`config.mk`:
```
export PLATFORM = sky130hd
export DESIGN_NAME = julian_day_to_calendar_date_unit
export DESIGN_NICKNAME = d
export VERILOG_FILES = /design/src/jdcd_pkg.sv /design/src/jdcd_recip_div.sv /design/src/julian_day_to_calendar_date_unit.sv
export VERILOG_INCLUDE_DIRS = /design/src /design/src/src
export SDC_FILE = /design/constraint.sdc
export NUM_CORES = 2
export LEC_CHECK = 0
export ABC_AREA = 1
export ABC_CLOCK_PERIOD_IN_PS = 18550
export BUFFER_PORTS_ARGS = -buffer_cell sky130_fd_sc_hd__buf_4
export CAP_MARGIN = 5
export CORE_MARGIN = 10
export CORE_UTILIZATION = 40
export CTS_BUF_LIST = sky130_fd_sc_hd__clkbuf_4 sky130_fd_sc_hd__clkbuf_8 sky130_fd_sc_hd__clkbuf_16
export DETAILED_ROUTE_END_ITERATION = 6
export PLACE_DENSITY = 0.66
export RECOVER_POWER = 100
export SYNTH_ARGS = -nofsm -noshare
export SYNTH_HDL_FRONTEND = slang
export SYNTH_SLANG_ARGS = --single-unit
```
`constraint.sdc`:
```
create_clock -name clk -period 18.55 [get_ports clk]
set_input_delay 2.7825 -clock clk [delete_from_list [all_inputs] [get_ports clk]]
set_output_delay 2.7825 -clock clk [all_outputs]
set_load 0.01 [all_outputs]
```
`src/assert_macros.svh`:
```
// concurrent assertion helpers, clocked on clk and disabled during arst_n
`ifndef ASSERT_MACROS_SVH
`define ASSERT_MACROS_SVH

`ifndef SYNTHESIS
`define ASSERT_CLK(label, prop, msg) \
	label: assert property (@(posedge clk) disable iff (!arst_n) prop) else $error(msg);
`define ASSERT_NEVER(label, expr, msg) \
	label: assert property (@(posedge clk) disable iff (!arst_n) !(expr)) else $error(msg);
`else
`define ASSERT_CLK(label, prop, msg)
`define ASSERT_NEVER(label, expr, msg)
`endif

`endif

```
`src/jdcd_pkg.sv`:
```
`default_nettype none

package jdcd_pkg;

	localparam int JD_W    = 32;
	localparam int YEAR_W  = 24;
	localparam int MONTH_W = 4;
	localparam int DAY_W   = 5;

	typedef logic signed [JD_W-1:0]   jd_t;
	typedef logic signed [YEAR_W-1:0] year_t;
	typedef logic [MONTH_W-1:0]       month_t;
	typedef logic [DAY_W-1:0]         day_t;

	// days counted from the start of a march-based year, plus bias
	typedef logic [9:0] doy_t;
	typedef logic [8:0] month_base_t;

	localparam int GREG_START  = 2299161;
	localparam int GREG_BASE   = 1867216;
	localparam int DAYS_400Y   = 146097;
	localparam int DAYS_100Y   = 36525;
	localparam int DAY_OFFSET  = 1524;
	localparam int YEAR_BIAS20 = 2442;
	localparam int DAYS_20Y    = 7305;
	localparam int MONTH_SCALE = 306001;
	localparam int MONTH_DIV   = 10000;
	localparam int YEAR_BASE   = 4715;

	localparam int DAYS_4Y       = DAYS_20Y / 5;
	localparam int DAYS_PER_YEAR = 365;
	localparam int YEARS_PER_SHIFT = 100;
	localparam int MONTHS_PER_YEAR = 12;

	// (20*tb - 2442) / 7305 == (4*(tb - TB_BIAS) + 3) / 1461
	localparam int TB_BIAS = (YEAR_BIAS20 / 5 + 4) / 4;

	// first day offset of each month slot: floor(30.6001 * te)
	localparam month_base_t DAY_BASE [16] = '{
		9'((MONTH_SCALE * 0) / MONTH_DIV),
		9'((MONTH_SCALE * 1) / MONTH_DIV),
		9'((MONTH_SCALE * 2) / MONTH_DIV),
		9'((MONTH_SCALE * 3) / MONTH_DIV),
		9'((MONTH_SCALE * 4) / MONTH_DIV),
		9'((MONTH_SCALE * 5) / MONTH_DIV),
		9'((MONTH_SCALE * 6) / MONTH_DIV),
		9'((MONTH_SCALE * 7) / MONTH_DIV),
		9'((MONTH_SCALE * 8) / MONTH_DIV),
		9'((MONTH_SCALE * 9) / MONTH_DIV),
		9'((MONTH_SCALE * 10) / MONTH_DIV),
		9'((MONTH_SCALE * 11) / MONTH_DIV),
		9'((MONTH_SCALE * 12) / MONTH_DIV),
		9'((MONTH_SCALE * 13) / MONTH_DIV),
		9'((MONTH_SCALE * 14) / MONTH_DIV),
		9'((MONTH_SCALE * 15) / MONTH_DIV)
	};

endpackage

`default_nettype wire

```
`src/jdcd_recip_div.sv`:
```
`default_nettype none

// unsigned floor(n / DIV) for any n below 2**N_W, by a rounded-up reciprocal
module jdcd_recip_div #(
	parameter int N_W = 32,
	parameter int DIV = 3,
	parameter int Q_W = 16
) (
	input  logic [N_W-1:0] n,
	output logic [Q_W-1:0] q
);

	localparam int L   = $clog2(DIV);
	localparam int K   = N_W + L;
	localparam int M_W = N_W + 2;
	localparam int P_W = N_W + M_W;
	localparam logic [63:0] M_FULL = ((64'd1 << K) + 64'(DIV) - 64'd1) / 64'(DIV);
	localparam logic [M_W-1:0] M = M_FULL[M_W-1:0];

	logic [P_W-1:0] prod;

	assign prod = P_W'(n) * P_W'(M);
	assign q    = prod[K +: Q_W];

endmodule

`default_nettype wire

```
`src/julian_day_to_calendar_date_unit.sv`:
```
// julian day number to calendar date converter
//
// input: a signed 32-bit day number is taken on day_number at any rising
// edge where start is high and busy is low. busy is always low, so a new
// transaction may be started in every cycle.
// output: done is high for exactly one cycle with year, month and day of
// that transaction; the receiver cannot hold results off and none is
// needed, since every transaction comes out in order.
// pipeline: from the accepting edge to done, a transaction passes an input
// register, seven arithmetic stages and a result register.
// throughput: one transaction per cycle; the pipeline length comes from the
// two rounds of reciprocal division, each with its multiply-back step, the
// gregorian correction and the month search, each kept to a short stage.
// reset: arst_n low clears every valid flag at once, so results in flight
// are dropped and done stays low; payload registers keep old data.
`default_nettype none
`include "assert_macros.svh"

module julian_day_to_calendar_date_unit import jdcd_pkg::*; (
	input  logic   clk,
	input  logic   arst_n,
	input  logic   start,
	output logic   busy,
	input  jd_t    day_number,
	output logic   done,
	output year_t  year,
	output month_t month,
	output day_t   day
);

	logic accept;

	logic vld_s1, vld_s2, vld_s3, vld_s4, vld_s5, vld_s6, vld_s7, vld_s8;
	logic done_q;

	jd_t         jd_s1, jd_s2, jd_s3;
	logic        greg_s2, greg_s3, neg_s2;
	logic [15:0] q_s2;
	logic [14:0] q_s3;
	logic [17:0] r_s3;
	logic [31:0] ta_s3;
	logic [22:0] yoff_s3, yoff_s4, yoff_s5, yoff_s6, yoff_s7, yoff_s8;
	logic [31:0] v_s4, v_s5, v_s6;
	logic [21:0] a_s5;
	logic [23:0] tc_s6, tc_s7, tc_s8;
	doy_t        e_s7, e_s8;
	logic [3:0]  te_s8;
	year_t       year_q;
	month_t      month_q;
	day_t        day_q;

	// stage 1: range split and first division
	logic        greg_c, neg_c;
	logic [31:0] y_c, abs_c;
	logic [30:0] n_c;
	logic [14:0] qg_c;
	logic [15:0] qn_c, q_c;

	// stage 2: remainder and century shift
	logic [31:0] y2_c, r_full_c, ta_neg_c;
	logic [16:0] shift_c;
	logic [22:0] yoff_c;

	// stage 3: gregorian correction
	logic [19:0] x4_c;
	logic [1:0]  f_c;
	logic [16:0] alpha_c;
	logic [31:0] ta_g_c, ta_c, v_c;

	// stage 4..6: year count and day within year
	logic [21:0] a_c;
	logic [31:0] b_full_c, td_c, e_full_c;
	logic [12:0] bx_c;
	logic [1:0]  f2_c;
	logic [23:0] tc_c;

	// stage 7 and result
	logic [3:0] te_c, mm_raw_c, mm_c;
	doy_t       dd_c;
	year_t      yy_c;

	assign busy   = 1'b0;
	assign accept = start && !busy;

	always_comb begin
		greg_c = jd_s1 >= 32'(GREG_START);
		neg_c  = jd_s1[JD_W-1];
		y_c    = unsigned'(jd_s1) - 32'(GREG_BASE);
		abs_c  = 32'd0 - unsigned'(jd_s1);
		// the most negative input has the same quotient as its neighbour
		n_c    = abs_c[31] ? '1 : abs_c[30:0];
		q_c    = greg_c ? {1'b0, qg_c} : qn_c;
	end

	jdcd_recip_div #(.N_W(31), .DIV(DAYS_400Y), .Q_W(15)) u_div_400y (
		.n (y_c[30:0]),
		.q (qg_c)
	);

	jdcd_recip_div #(.N_W(31), .DIV(DAYS_100Y), .Q_W(16)) u_div_100y (
		.n (n_c),
		.q (qn_c)
	);

	always_comb begin
		y2_c     = unsigned'(jd_s2) - 32'(GREG_BASE);
		r_full_c = y2_c - 32'(q_s2[14:0]) * 32'(DAYS_400Y);
		shift_c  = 17'(q_s2) + 17'd1;
		ta_neg_c = unsigned'(jd_s2) + 32'(shift_c) * 32'(DAYS_100Y);
		yoff_c   = neg_s2 ? 23'(shift_c) * 23'(YEARS_PER_SHIFT) : '0;
	end

	always_comb begin
		// alpha = floor((4*y - 1) / 146097) rebuilt from quotient and remainder
		x4_c    = {r_s3, 2'b00};
		f_c     = 2'(x4_c > 20'(DAYS_400Y)) + 2'(x4_c > 20'(2 * DAYS_400Y))
			+ 2'(x4_c > 20'(3 * DAYS_400Y));
		alpha_c = {q_s3, 2'b00} + 17'(f_c) - 17'(r_s3 == '0);
		ta_g_c  = unsigned'(jd_s3) + 32'd1 + 32'(alpha_c) - 32'(alpha_c[16:2]);
		ta_c    = greg_s3 ? ta_g_c : ta_s3;
		v_c     = ta_c + 32'(DAY_OFFSET - TB_BIAS);
	end

	jdcd_recip_div #(.N_W(32), .DIV(DAYS_4Y), .Q_W(22)) u_div_4y (
		.n (v_s4),
		.q (a_c)
	);

	always_comb begin
		b_full_c = v_s5 - 32'(a_s5) * 32'(DAYS_4Y);
		bx_c     = {b_full_c[10:0], 2'b00} + 13'd3;
		f2_c     = 2'(bx_c >= 13'(DAYS_4Y)) + 2'(bx_c >= 13'(2 * DAYS_4Y))
			+ 2'(bx_c >= 13'(3 * DAYS_4Y));
		tc_c     = {a_s5, 2'b00} + 24'(f2_c);
	end

	always_comb begin
		td_c     = 32'(tc_s6) * 32'(DAYS_PER_YEAR) + 32'(tc_s6[23:2]);
		e_full_c = v_s6 + 32'(TB_BIAS) - td_c;
	end

	// month slot: count of slot boundaries strictly below the day offset
	always_comb begin
		te_c = '0;
		for (int t = 1; t < 16; t++) begin
			te_c = te_c + 4'(e_s7 > 10'(DAY_BASE[t]));
		end
	end

	always_comb begin
		dd_c     = e_s8 - 10'(DAY_BASE[te_s8]);
		mm_raw_c = te_s8 - 4'd1;
		mm_c     = (mm_raw_c > 4'(MONTHS_PER_YEAR))
			? mm_raw_c - 4'(MONTHS_PER_YEAR) : mm_raw_c;
		yy_c     = year_t'(tc_s8 - 24'(YEAR_BASE) - 24'(mm_c > 4'd2) - 24'(yoff_s8));
	end

	always_ff @(posedge clk or negedge arst_n) begin
		if (!arst_n) begin
			vld_s1 <= 1'b0;
			vld_s2 <= 1'b0;
			vld_s3 <= 1'b0;
			vld_s4 <= 1'b0;
			vld_s5 <= 1'b0;
			vld_s6 <= 1'b0;
			vld_s7 <= 1'b0;
			vld_s8 <= 1'b0;
			done_q <= 1'b0;
		end else begin
			vld_s1 <= accept;
			vld_s2 <= vld_s1;
			vld_s3 <= vld_s2;
			vld_s4 <= vld_s3;
			vld_s5 <= vld_s4;
			vld_s6 <= vld_s5;
			vld_s7 <= vld_s6;
			vld_s8 <= vld_s7;
			done_q <= vld_s8;
		end
	end

	always_ff @(posedge clk) begin
		if (accept) begin
			jd_s1 <= day_number;
		end
		jd_s2   <= jd_s1;
		greg_s2 <= greg_c;
		neg_s2  <= neg_c;
		q_s2    <= q_c;

		jd_s3   <= jd_s2;
		greg_s3 <= greg_s2;
		q_s3    <= q_s2[14:0];
		r_s3    <= r_full_c[17:0];
		ta_s3   <= neg_s2 ? ta_neg_c : unsigned'(jd_s2);
		yoff_s3 <= yoff_c;

		v_s4    <= v_c;
		yoff_s4 <= yoff_s3;

		a_s5    <= a_c;
		v_s5    <= v_s4;
		yoff_s5 <= yoff_s4;

		tc_s6   <= tc_c;
		v_s6    <= v_s5;
		yoff_s6 <= yoff_s5;

		e_s7    <= e_full_c[9:0];
		tc_s7   <= tc_s6;
		yoff_s7 <= yoff_s6;

		te_s8   <= te_c;
		e_s8    <= e_s7;
		tc_s8   <= tc_s7;
		yoff_s8 <= yoff_s7;

		year_q  <= yy_c;
		month_q <= mm_c;
		day_q   <= dd_c[DAY_W-1:0];
	end

	assign done  = done_q;
	assign year  = year_q;
	assign month = month_q;
	assign day   = day_q;

	`ASSERT_CLK(a_latency, accept |-> ##9 done,
		"accepted transaction did not complete in 9 cycles")
	`ASSERT_CLK(a_no_spurious, done |-> $past(accept, 9),
		"result without a matching transaction")
	`ASSERT_CLK(a_date_range,
		done |-> (month >= 4'd1 && month <= 4'(MONTHS_PER_YEAR) && day >= 5'd1),
		"month or day out of range")
	`ASSERT_NEVER(a_rem_400y, vld_s2 && greg_s2 && r_full_c >= 32'(DAYS_400Y),
		"400-year remainder out of range")
	`ASSERT_NEVER(a_rem_4y, vld_s5 && b_full_c >= 32'(DAYS_4Y),
		"4-year remainder out of range")

endmodule

`default_nettype wire
```
==> metrics <==
routed via count=between 60,000 and 70,000; HP Start=yoff_s3[6]$_SDFF_PN0_; detailed router's first-iteration violation count=a little over 4,000; global-route wire length before repair=401,000 um; gpl congestion=approximately 1.0; Crit path largest cell delay=1.11 ns; worst hold path depth=0; number of nets at the end of the flow=roughly 13,000; Most Frequent Cell on Critical Path=inv_1; endpoint of the worst hold-timing path=yoff_s4[6]$_DFF_P_; routed len/inst=roughly 21 um; full die area=232,000 sq um; post-detailed-placement half-perimeter wirelength=between 200,000 and 250,000 um; setup repair after global routing missed its margin=no; clock period minus worst slack=11.76 ns; multi-input logic area=around 64,000 sq um; transition time at the pin with the least slew margin=between 2 and 2.5 ns; number of antenna violations at the first check in global routing=13; DRC violation count after routing=0; prevailing post-synth register cell=dfxtp_1; final setup TNS=0 ns; setup skew after layout=about 0.064 ns; most used cells in the layout excluding fill and tap cells=inv_1 (2,767), ha_1 (1,532), fa_1 (1,426); Initial Utilization=0.401; Post-Syn Instances=between 9,000 and 10,000; sum of routed wire length over all layers=261,000 um; setup slack at placement=7.82 ns; status=complete, but fails checks; number of max-slew violations in the final report=roughly 120; sequential standard cell area=roughly 11,000 sq um; distinct cell type count of the synthesized netlist=65; Core Box Area=around 210,000 sq um; mean post-synth cell area=8.95 sq um; Tcrit/Tclk final=0.634; maximum number of pins on one net before global-route repair=51; endpoint of the lowest-slack register-to-register path=q_s2[3]$_DFF_P_; Reg2Reg Depth=35; via count of the first global-routing pass=67,600; Bufs and invs on worst path=9; Post-CTS Hold Fix Bufs=0; TritonCTS clock tree=done; Critical Path AT=approximately 12 ns; fill cell count=21,100; proportion of synthesized chip area in sequential cells=0.125; synthesis-to-finish area growth=6.93%; final critical-path setup slack=6.79 ns; Yosys warnings=0; CTS H-tree depth=2; CTS sink count=between 500 and 600; Synth Register Bits=a little over 500; Ports=70; Finish-stage setup viols=0; latest clock arrival within the worst-skew pair=slightly above 0.7 ns; fraction of layout instances using a drive strength above 1=0.0283; Max Fanout on Critical Path=23; Max transition margin=-0.493; cell family with the largest share of critical-path delay=adder cells; required time at the worst-slack endpoint=~19 ns; synthesized area=around 85,000 sq um; Port Buf Inserts=68; most common library cell in the layout ignoring fill and taps=inv_1; number of failing hold endpoints at the final stage=0; setup slack of the most critical reg-to-reg path=6.79 ns; maximum clock frequency=around 85 MHz; class of the tightest hold or removal check=reg2reg; total routing usage reported by global routing=0.226; post-CTS repair timing setup buffer count=0; startpoint of the most critical register-to-register path=jd_s1[2]$_DFFE_PP_; clock tree root buffer cell=clkbuf_16; chip height=a little under 500 um; violations in the final reports=capacitance limit, slew limit; final antenna-violating net count=0; TritonCTS buffer count=58; crit path capture type=flip-flop; slowest stage cell on the critical path=nor2_1; number of enable flip-flop cells after synthesis=32; number of standard-cell rows in the floorplan=between 150 and 200; horizontal die dimension=a little under 500 um; non-filler cells, final=around 12,000; cell count after placement=12,400; maximum root-to-sink buffer count=3; length of the first detailed-routing pass in iterations=6; PostCTS Resize Cnt=0; total nets after synthesis=between 10,000 and 15,000; maxcap violations=3; type of the setup path with the least slack=reg2reg; total congestion overflow=0; drt via density=between 4 and 5; ys async rst share=0.0175; type of element launching the critical path=flip-flop; Reg clk slew, reported paths=~0.070 ns
-- worst max path at each step --
stage / startpoint / cells after the start / endpoint / slack (ns)
after floorplan: jd_s1[4]$_DFFE_PP_ / 36 / q_s2[10]$_DFF_P_ / 10.38
after global placement: jd_s1[2]$_DFFE_PP_ / 34 / q_s2[3]$_DFF_P_ / 7.95
after detailed placement: jd_s1[2]$_DFFE_PP_ / 35 / q_s2[3]$_DFF_P_ / 7.82
after CTS: jd_s1[2]$_DFFE_PP_ / 35 / q_s2[3]$_DFF_P_ / 7.86
after global routing: jd_s1[2]$_DFFE_PP_ / 35 / q_s2[3]$_DFF_P_ / 6.28
final: jd_s1[2]$_DFFE_PP_ / 35 / q_s2[3]$_DFF_P_ / 6.79
-- layout make-up --
type | instances | area share
Multi-Input combinational cell | 6160 | 0.700
Sequential cell | 513 | 0.117
Inverter | 2795 | 0.115
Tap cell | 2821 | 0.0388
Clock buffer | 70 | 0.0175
Clock inverter | 39 | 0.00567
Timing Repair Buffer | 88 | 0.00524
Antenna cell | 3 | 0.0000825
-- sequential cells by signal, indices dropped and copies added, names as in the netlist, 22 cells and up --
name   cells
jd_s3     32
jd_s2     32
v_s4      32
jd_s1     32
tc_s6     24
year      24
tc_s7     24
tc_s8     24
ta_s3     32
a_s5      22
-- cells in the mapped netlist (54+ instances only) --
cell,n,share of area
a21oi_1,384,0.023
a31oi_1,54,0.0040
dfxtp_1,472,0.11
fa_1,1426,0.34
ha_1,1532,0.23
inv_1,2765,0.12
nand2_1,1079,0.048
nand3_1,225,0.013
nand4_1,61,0.0045
nor2_1,466,0.021
nor3_1,63,0.0037
o21ai_0,269,0.016
xnor2_1,96,0.0099
xor2_1,155,0.016
-- routing by layer --
metal | wire, um | GRT usage
met5 | 27 | 0
met2 | 127000 | 0.397
met4 | 12600 | 0.0882
met3 | 13000 | 0.0268
met1 | 108000 | 0.281
-- through the flow --
stage	cell area [sq um]	util	hold slack [ns]
2_1_floorplan	85100	-	0.310
3_3_place_gp	89100	0.421	0.310
3_5_place_dp	89100	0.421	0.312
4_1_cts	91200	0.431	0.276
5_1_grt	90900	0.429	0.297
6_report	91000	0.429	0.275
-- cells by family (layout without fill, tap and decap cells) --
| logic type | Yosys count | count (layout) | synth area share |
|---|---|---|---|
| AO/OA/AOI/OAI | 887 | 887 | 0.0586 |
| XOR/XNOR | 255 | 255 | 0.0266 |
| adder cells (fa/ha/maj) | 2958 | 2958 | 0.561 |
| buffers and inverters | 2827 | 2992 | 0.125 |
| flip-flops | 513 | 513 | 0.125 |
| other | 1 | 4 | 0.0000441 |
| AND/OR/NAND/NOR | 2059 | 2059 | 0.104 |
Power is not shown: default switching activity piles up to over one toggle a cycle in this logic, so the estimate is an artifact.
